**config.mk**
```make
export PLATFORM = sky130hd
export DESIGN_NAME = queued_mutex_lock_table
export DESIGN_NICKNAME = d
export VERILOG_FILES = /design/src/hdl/lmt_pkg.sv /design/src/hdl/lmt_ctrl.sv /design/src/hdl/lmt_dpath.sv /design/src/hdl/queued_mutex_lock_table.sv
export SDC_FILE = /design/constraint.sdc
export NUM_CORES = 2
export LEC_CHECK = 0
export BUFFER_PORTS_ARGS = -buffer_cell sky130_fd_sc_hd__buf_2
export CAP_MARGIN = 20
export CORE_MARGIN = 2
export CORE_UTILIZATION = 67
export DETAILED_ROUTE_END_ITERATION = 8
export PLACE_DENSITY = 0.86
export SYNTH_ARGS = -nofsm -noshare
export SYNTH_HDL_FRONTEND = slang
export SYNTH_SLANG_ARGS = --single-unit
```
**constraint.sdc**
```tcl
create_clock -name clock -period 14.1 [get_ports clock]
set_input_delay 2.115 -clock clock [delete_from_list [all_inputs] [get_ports clock]]
set_output_delay 2.115 -clock clock [all_outputs]
set_load 0.005 [all_outputs]
```
**src/hdl/lmt_pkg.sv**
```systemverilog
`timescale 1ns / 1ps

package lmt_pkg;

   // Field widths fixed by the request and response formats
   localparam int MODE_W   = 2;
   localparam int TID_W    = 6;
   localparam int STATUS_W = 2;

   localparam logic [MODE_W-1:0] MODE_LOCK   = 2'd0;
   localparam logic [MODE_W-1:0] MODE_TRY    = 2'd1;
   localparam logic [MODE_W-1:0] MODE_UNLOCK = 2'd2;

   localparam logic [STATUS_W-1:0] STAT_DONE    = 2'd0;
   localparam logic [STATUS_W-1:0] STAT_BLOCKED = 2'd1;
   localparam logic [STATUS_W-1:0] STAT_BUSY    = 2'd2;
   localparam logic [STATUS_W-1:0] STAT_FULL    = 2'd3;

   localparam int RSP_FIELD_W = STATUS_W + 1 + TID_W;
   localparam int RSP_W       = ((RSP_FIELD_W + 7) / 8) * 8;

   typedef struct packed {
      logic load_req;
      logic search;
      logic exec;
      logic link;
      logic emit;
   } lmt_cmd_type;

   typedef struct packed {
      logic mode_ok;
      logic full;
      logic need_link;
      logic out_free;
   } lmt_stat_type;

endpackage

```
**src/hdl/lmt_ctrl.sv**
```systemverilog
`timescale 1ns / 1ps

module lmt_ctrl (
   input  logic                 clock,
   input  logic                 reset,
   input  logic                 req_tvalid,
   output logic                 req_tready,
   input  lmt_pkg::lmt_stat_type stat,
   output lmt_pkg::lmt_cmd_type  cmd
);
   import lmt_pkg::*;

   typedef enum logic [5:0] {
      ST_IDLE   = 6'b000001,
      ST_SEARCH = 6'b000010,
      ST_READ   = 6'b000100,
      ST_EXEC   = 6'b001000,
      ST_LINK   = 6'b010000,
      ST_DONE   = 6'b100000
   } state_type;

   state_type state_ff, state_in;

   always_ff @(posedge clock) begin
      if (reset) begin
         state_ff <= ST_IDLE;
      end else begin
         state_ff <= state_in;
      end
   end

   always_comb begin
      state_in   = state_ff;
      req_tready = 1'b0;
      cmd        = '0;
      unique case (state_ff)
         ST_IDLE: begin
            req_tready = 1'b1;
            if (req_tvalid) begin
               cmd.load_req = 1'b1;
               state_in     = ST_SEARCH;
            end
         end
         ST_SEARCH: begin
            cmd.search = 1'b1;
            // skip the entry access for an unknown mode or a full table
            state_in = (stat.mode_ok && !stat.full) ? ST_READ : ST_DONE;
         end
         ST_READ: begin
            state_in = ST_EXEC;
         end
         ST_EXEC: begin
            cmd.exec = 1'b1;
            state_in = stat.need_link ? ST_LINK : ST_DONE;
         end
         ST_LINK: begin
            cmd.link = 1'b1;
            state_in = ST_DONE;
         end
         ST_DONE: begin
            if (stat.out_free) begin
               cmd.emit = 1'b1;
               state_in = ST_IDLE;
            end
         end
         default: begin
            state_in = ST_IDLE;
         end
      endcase
   end

endmodule

```
**src/hdl/lmt_dpath.sv**
```systemverilog
`timescale 1ns / 1ps

module lmt_dpath #(
   parameter int LOCK_ENTRIES = 16,
   parameter int THREADS      = 64,
   parameter int KEY_BITS     = 48
) (
   input  logic                          clock,
   input  logic                          reset,
   input  lmt_pkg::lmt_cmd_type          cmd,
   output lmt_pkg::lmt_stat_type         stat,
   input  logic [lmt_pkg::MODE_W-1:0]    mode,
   input  logic [KEY_BITS-1:0]           lock_key,
   input  logic [lmt_pkg::TID_W-1:0]     thread_id,
   output logic                          rsp_tvalid,
   input  logic                          rsp_tready,
   output logic [lmt_pkg::STATUS_W-1:0]  rsp_status_code,
   output logic                          rsp_woke_valid,
   output logic [lmt_pkg::TID_W-1:0]     rsp_woke_thread
);
   import lmt_pkg::*;

   localparam int SLOT_W = $clog2(LOCK_ENTRIES);
   localparam int TIX_W  = $clog2(THREADS);
   localparam int ENT_W  = 2 + 2 * TIX_W;
   localparam int TID_N  = 2 ** TID_W;

   // Entry word: locked, queue nonempty, queue head, queue tail
   localparam int LOCKED_BIT   = ENT_W - 1;
   localparam int NONEMPTY_BIT = ENT_W - 2;

   // Request latch
   logic [MODE_W-1:0]   mode_ff;
   logic [KEY_BITS-1:0] key_ff;
   logic [TIX_W-1:0]    tix_ff;
   logic [TIX_W-1:0]    tid_mod_tbl [TID_N];

   genvar g;
   generate
      for (g = 0; g < TID_N; g++) begin : g_tid_mod
         assign tid_mod_tbl[g] = TIX_W'(g % THREADS);
      end
   endgenerate

   always_ff @(posedge clock) begin
      if (cmd.load_req) begin
         mode_ff <= mode;
         key_ff  <= lock_key;
         tix_ff  <= tid_mod_tbl[thread_id];
      end
   end

   // Key table: one comparator per slot
   logic [LOCK_ENTRIES-1:0] valid_ff;
   logic [KEY_BITS-1:0]     key_tbl_ff [LOCK_ENTRIES];
   logic                    hit, free;
   logic [SLOT_W-1:0]       hit_slot, free_slot;
   logic                    mode_ok, full;
   logic [SLOT_W-1:0]       slot_ff;
   logic                    hit_ff;

   always_comb begin
      hit       = 1'b0;
      free      = 1'b0;
      hit_slot  = '0;
      free_slot = '0;
      for (int i = 0; i < LOCK_ENTRIES; i++) begin
         if (valid_ff[i]) begin
            if (!hit && key_tbl_ff[i] == key_ff) begin
               hit      = 1'b1;
               hit_slot = SLOT_W'(i);
            end
         end else if (!free) begin
            free      = 1'b1;
            free_slot = SLOT_W'(i);
         end
      end
   end

   assign mode_ok = (mode_ff == MODE_LOCK) || (mode_ff == MODE_TRY) ||
                    (mode_ff == MODE_UNLOCK);
   assign full    = !hit && !free;

   always_ff @(posedge clock) begin
      if (reset) begin
         valid_ff <= '0;
      end else if (cmd.search && mode_ok && !hit && free) begin
         valid_ff[free_slot] <= 1'b1;
      end
   end

   always_ff @(posedge clock) begin
      if (cmd.search) begin
         slot_ff <= hit ? hit_slot : free_slot;
         hit_ff  <= hit;
         if (mode_ok && !hit && free) begin
            key_tbl_ff[free_slot] <= key_ff;
         end
      end
   end

   // Entry memory
   logic [ENT_W-1:0] ent_mem [LOCK_ENTRIES];
   logic [ENT_W-1:0] ent_rd_ff;
   logic [ENT_W-1:0] ent_wr;
   logic             cur_locked, cur_nonempty;
   logic [TIX_W-1:0] cur_head, cur_tail;

   // Waiter links
   logic [TIX_W-1:0] wait_mem [THREADS];
   logic [TIX_W-1:0] wait_rd_ff;
   logic             wait_we;

   // A freshly created entry starts unlocked with an empty queue
   assign cur_locked   = hit_ff && ent_rd_ff[LOCKED_BIT];
   assign cur_nonempty = hit_ff && ent_rd_ff[NONEMPTY_BIT];
   assign cur_head     = ent_rd_ff[TIX_W +: TIX_W];
   assign cur_tail     = ent_rd_ff[TIX_W-1:0];

   logic                new_locked, new_nonempty, need_link, woke_v;
   logic [TIX_W-1:0]    new_head, new_tail;
   logic [STATUS_W-1:0] exec_status;

   always_comb begin
      new_locked   = cur_locked;
      new_nonempty = cur_nonempty;
      new_head     = cur_head;
      new_tail     = cur_tail;
      wait_we      = 1'b0;
      need_link    = 1'b0;
      woke_v       = 1'b0;
      exec_status  = STAT_DONE;
      unique case (mode_ff)
         MODE_LOCK: begin
            if (!cur_locked) begin
               new_locked = 1'b1;
            end else begin
               exec_status = STAT_BLOCKED;
               new_tail    = tix_ff;
               if (!cur_nonempty) begin
                  new_head     = tix_ff;
                  new_nonempty = 1'b1;
               end else begin
                  wait_we = 1'b1;
               end
            end
         end
         MODE_TRY: begin
            if (!cur_locked) begin
               new_locked = 1'b1;
            end else begin
               exec_status = STAT_BUSY;
            end
         end
         MODE_UNLOCK: begin
            if (cur_nonempty) begin
               // hand off to the head waiter, entry stays locked
               new_locked = 1'b1;
               woke_v     = 1'b1;
               if (cur_head == cur_tail) begin
                  new_nonempty = 1'b0;
               end else begin
                  need_link = 1'b1;
               end
            end else begin
               new_locked = 1'b0;
            end
         end
         default: begin
         end
      endcase
   end

   assign ent_wr = cmd.link ? {1'b1, 1'b1, wait_rd_ff, cur_tail}
                            : {new_locked, new_nonempty, new_head, new_tail};

   always_ff @(posedge clock) begin
      ent_rd_ff <= ent_mem[slot_ff];
      if (cmd.exec || cmd.link) begin
         ent_mem[slot_ff] <= ent_wr;
      end
   end

   always_ff @(posedge clock) begin
      wait_rd_ff <= wait_mem[cur_head];
      if (cmd.exec && wait_we) begin
         wait_mem[cur_tail] <= tix_ff;
      end
   end

   // Result being built
   logic [STATUS_W-1:0] res_status_ff;
   logic                res_woke_v_ff;
   logic [TIX_W-1:0]    res_woke_t_ff;

   always_ff @(posedge clock) begin
      if (cmd.search) begin
         res_status_ff <= (mode_ok && full) ? STAT_FULL : STAT_DONE;
         res_woke_v_ff <= 1'b0;
         res_woke_t_ff <= '0;
      end else if (cmd.exec) begin
         res_status_ff <= exec_status;
         res_woke_v_ff <= woke_v;
         res_woke_t_ff <= woke_v ? cur_head : '0;
      end
   end

   // Output register
   logic rsp_valid_ff;

   always_ff @(posedge clock) begin
      if (reset) begin
         rsp_valid_ff <= 1'b0;
      end else if (cmd.emit) begin
         rsp_valid_ff <= 1'b1;
      end else if (rsp_tready) begin
         rsp_valid_ff <= 1'b0;
      end
   end

   always_ff @(posedge clock) begin
      if (cmd.emit) begin
         rsp_status_code <= res_status_ff;
         rsp_woke_valid  <= res_woke_v_ff;
         rsp_woke_thread <= TID_W'(res_woke_t_ff);
      end
   end

   assign rsp_tvalid     = rsp_valid_ff;
   assign stat.mode_ok   = mode_ok;
   assign stat.full      = full;
   assign stat.need_link = need_link;
   assign stat.out_free  = !rsp_valid_ff || rsp_tready;

endmodule

```
**src/hdl/queued_mutex_lock_table.sv**
```systemverilog
`timescale 1ns / 1ps

// Channel   Dir  Handshake            Payload
// req       in   req_tvalid/tready    mode, lock_key, thread_id
// rsp       out  rsp_tvalid/tready    status_code, woke_valid, woke_thread
//
// A request runs search, read, exec (plus link when an unlock must follow the
// wait-queue link) and done; unknown mode or full table skips read and exec.
// The entry-memory read and the waiter-link read are each registered.
// Reset clears the slot valid bits and control at once; no clearing pass.
// A finished result waits in the output register while the next request runs.
module queued_mutex_lock_table #(
   parameter int LOCK_ENTRIES = 16,
   parameter int THREADS      = 64,
   parameter int KEY_BITS     = 48,
   localparam int REQ_W = ((lmt_pkg::MODE_W + KEY_BITS + lmt_pkg::TID_W + 7) / 8) * 8
) (
   input  logic                       clock,
   input  logic                       reset,
   input  logic                       req_tvalid,
   output logic                       req_tready,
   input  logic [REQ_W-1:0]           req_tdata,  // mode, lock_key, thread_id
   output logic                       rsp_tvalid,
   input  logic                       rsp_tready,
   output logic [lmt_pkg::RSP_W-1:0]  rsp_tdata   // status_code, woke_valid, woke_thread
);
   import lmt_pkg::*;

   lmt_cmd_type         cmd;
   lmt_stat_type        stat;
   logic [STATUS_W-1:0] status_code;
   logic                woke_valid;
   logic [TID_W-1:0]    woke_thread;

   lmt_ctrl u_ctrl (
      .clock      (clock),
      .reset      (reset),
      .req_tvalid (req_tvalid),
      .req_tready (req_tready),
      .stat       (stat),
      .cmd        (cmd)
   );

   lmt_dpath #(
      .LOCK_ENTRIES (LOCK_ENTRIES),
      .THREADS      (THREADS),
      .KEY_BITS     (KEY_BITS)
   ) u_dpath (
      .clock           (clock),
      .reset           (reset),
      .cmd             (cmd),
      .stat            (stat),
      .mode            (req_tdata[MODE_W-1:0]),
      .lock_key        (req_tdata[MODE_W +: KEY_BITS]),
      .thread_id       (req_tdata[MODE_W + KEY_BITS +: TID_W]),
      .rsp_tvalid      (rsp_tvalid),
      .rsp_tready      (rsp_tready),
      .rsp_status_code (status_code),
      .rsp_woke_valid  (woke_valid),
      .rsp_woke_thread (woke_thread)
   );

   assign rsp_tdata = {{(RSP_W - RSP_FIELD_W){1'b0}}, woke_thread, woke_valid, status_code};

endmodule

```
==> run metrics <==
Seq/Total Area, Yosys 0.7342; share of post-route cells with drive strength above 1 0.1768; type of element capturing the critical path flop; TritonCTS clock tree yes; flop and latch count out of synthesis 1498; number of rows created at floorplan 110; Gate power share 0.048; Post-Synthesis Mean Instance Area roughly 18 um^2; cell taking the most area after synthesis edfxtp_1; cells taking the most area after synthesis edfxtp_1 (72%), mux4_2 (7.3%), xor2_1 (6.1%); die area 92850 um^2; switch share 0.2157; number of hold violations in the final report 0; Synth Warn # 0; sequential cell fraction of total power 0.530; Core Footprint 89870 um^2; setup repair bufs after CTS 0; detailed-routing iteration count for the pre-antenna-repair pass 8; antenna violations before repair 2; Worst Skew ~0.039 ns; hold-fix buffer count after cts 0; fin area 67140 um^2; final worst path period share 0.3564; DP Area 62250 um^2; routed wirelength normalized by instance count ~32 um; Max-Cap Viols 0; CTS root buf clkbuf_16; Filler Cell Count 4495; Syn-to-layout area delta 10.82%; GR Util All Layers 0.3386; Worst IR Drop VDD 152.1 uV; fraction of synthesis flops using an asynchronous set or reset pin 0; min-delay worst type reg -> reg; vias per cell 6.956; most frequent cells after synthesis edfxtp_1 (1448), xor2_1 (423), xnor2_1 (286); clock-pin slew of the registers on the worst-case setup and hold paths 0.06 ns; Max-Slew Margin vs Limit 0.1613; status finished clean; final-report setup violation count 0; remaining number of nets flagged by the antenna check after routing 0; total vias in the final route 33260; transition at the pin with the smallest max-transition slack roughly 1.2 ns; Period minus WS final 5.025 ns; clock buffer depth 3; Starting DRT DRC Count between 4000 and 5000; Setup CP Type reg -> reg; initial cell density of the core 0.6741; number of buffers added on ports 70; clock insertion delay at the later pin of the skew report 0.76 ns; Die Width 304.7 um; cell with the most instances after synthesis edfxtp_1; number of synthesized flops with an enable pin roughly 1400; Layout Nets 3547; total net switching power approximately 0.0020 W; largest fanout on the critical path 44; via count of the first global-routing pass ~34000; Post-Route Utilization 0.7471; leakage 21.35 nW; Cell Pwr Density 138.5 nW/um^2; category of the worst setup path launch point flop; wire length of the first global-routing pass between 200000 and 250000 um; post-synthesis instance total 3341; pin count of the biggest net entering global routing 67; CTS resizes 0; count of unresolved DRC violations after routing 0; placed wire-length estimate after detailed placement around 83000 um; sum of overflow across all layers after global routing 0; aggregate negative setup slack 0 ns; setup repair after global routing missed its margin false; CTS H-tree depth 4; Top Ports 78; Distinct cells, synth 74; vertical die dimension 304.7 um; clock network fraction of design power 0.423; Routed Wire Length 154800 um; number of sinks handled by clock tree synthesis ~1500; number of slew-limit violations in the final report 0; achievable clock frequency roughly 200 MHz; routability cong. ~0.93; total power 0.009301 W; post-synthesis cell area a little over 60000 um^2; arrival time reported for the critical path endpoint between 5 and 6 ns; flip-flop cell with the highest count after synthesis edfxtp_1; cell internal power dissipation 0.007294 W; Inserted Clock Buffers about 140; required time of the critical path approximately 14 ns; portion of synthesized cell area occupied by the leading cell type 0.7177
routing by layer:
layer,wire (um),global-route usage,vias to the layer above
li1,-,-,13180
met1,52830,0.4502,16860
met2,74840,0.5361,2705
met3,19020,0.07712,513
met4,8150,0.1689,0
met5,0,0,-
final timing paths:
check / to / slack [ns] / start / depth (start not counted)
setup reg to reg: u_dpath.key_tbl_ff[12][29] / 9.08 / u_dpath.key_ff[13] / 12
hold / removal: u_dpath.rsp_status_code[0] / 0.44 / u_dpath.res_status_ff[0] / 0
setup / recovery: u_dpath.key_tbl_ff[12][29] / 9.08 / u_dpath.key_ff[13] / 12
hold reg to reg: u_dpath.rsp_status_code[0] / 0.44 / u_dpath.res_status_ff[0] / 0
layout by cell type (no fill, tap or decap), types with 17 or more instances in the layout:
master / instances
nand2_1: 36
xnor2_1: 286
nand2b_1: 29
mux4_2: 196
a21oi_1: 26
nor2b_1: 20
inv_1: 52
nor3_1: 30
nand3_1: 28
o22ai_1: 20
buf_2: 70
nor4_1: 116
nor2_1: 115
clkbuf_1: 37
nand4_1: 101
clkbuf_16: 145
xor2_1: 423
edfxtp_1: 1448
buf_4: 90
o21ai_0: 17
dfxtp_1: 47
sequential cells by signal, summed over array words and instances (netlist names), 2 cells and up:
register,cells
u_ctrl.state_ff,6
u_dpath.ent_mem,224
u_dpath.ent_rd_ff,14
u_dpath.key_ff,48
u_dpath.key_tbl_ff,768
u_dpath.mode_ff,2
u_dpath.res_status_ff,2
u_dpath.res_woke_t_ff,6
u_dpath.rsp_status_code,2
u_dpath.rsp_woke_thread,6
u_dpath.slot_ff,4
u_dpath.tix_ff,6
u_dpath.valid_ff,16
u_dpath.wait_mem,384
u_dpath.wait_rd_ff,6
power groups by stage:
stage                     combinational [W]  sequential (W)  clock (W)
after floorplan                    0.000244         0.00504          0
after global placement             0.000397         0.00502          0
after detailed placement           0.000416         0.00502          0
after CTS                          0.000429         0.00493    0.00394
after global routing               0.000458         0.00492    0.00410
final                              0.000442         0.00493    0.00393
stage by stage:
stage	setup WS, ns	hold WS, ns	instances
finish	9.075	0.4404	4781
global route	8.919	0.4424	4779
CTS	9.322	0.4405	4770
detailed placement	9.393	0.4270	4510
global placement	9.455	0.4115	4510
floorplan	8.665	0.4003	3347
cells by family (layout without fill, tap and decap cells):
kind of cell / after synthesis / after routing / synth area share
mux: 208 / 208 / 0.07497
xor+xnor: 709 / 709 / 0.1025
buf+inv: 226 / 482 / 0.02049
compound gates: 142 / 142 / 0.01724
flops: 1498 / 1498 / 0.7342
simple gates: 557 / 557 / 0.05052
other cells: 1 / 9 / 0.00006190
critical path, cell delays in order, from the launching register on:
cell and delay (ns):
edfxtp_1 0.37, buf_4 0.50, xor2_1 0.14, nor4_1 0.37
nand4_1 0.33, nor4_1 1.12, a2111oi_0 0.20, nand4b_1 0.29
nor3_2 0.08, nand2b_1 0.40, buf_4 0.35, nor2_4 0.09
buf_4 0.36
cell type report:
class / instances / area (um^2) / area share
timing repair buffer: 163 / 1089 / 0.01621
inverter: 59 / 221.5 / 0.003298
multi-input combinational: 1623 / 15090 / 0.2247
clock buffer: 192 / 3905 / 0.05816
sequential: 1498 / 44490 / 0.6626
clock inverter: 68 / 872.1 / 0.01299
antenna: 2 / 5.005 / 0.00007454
tap: 1176 / 1471 / 0.02191
Note: power is estimated with default switching activity, not from simulation.
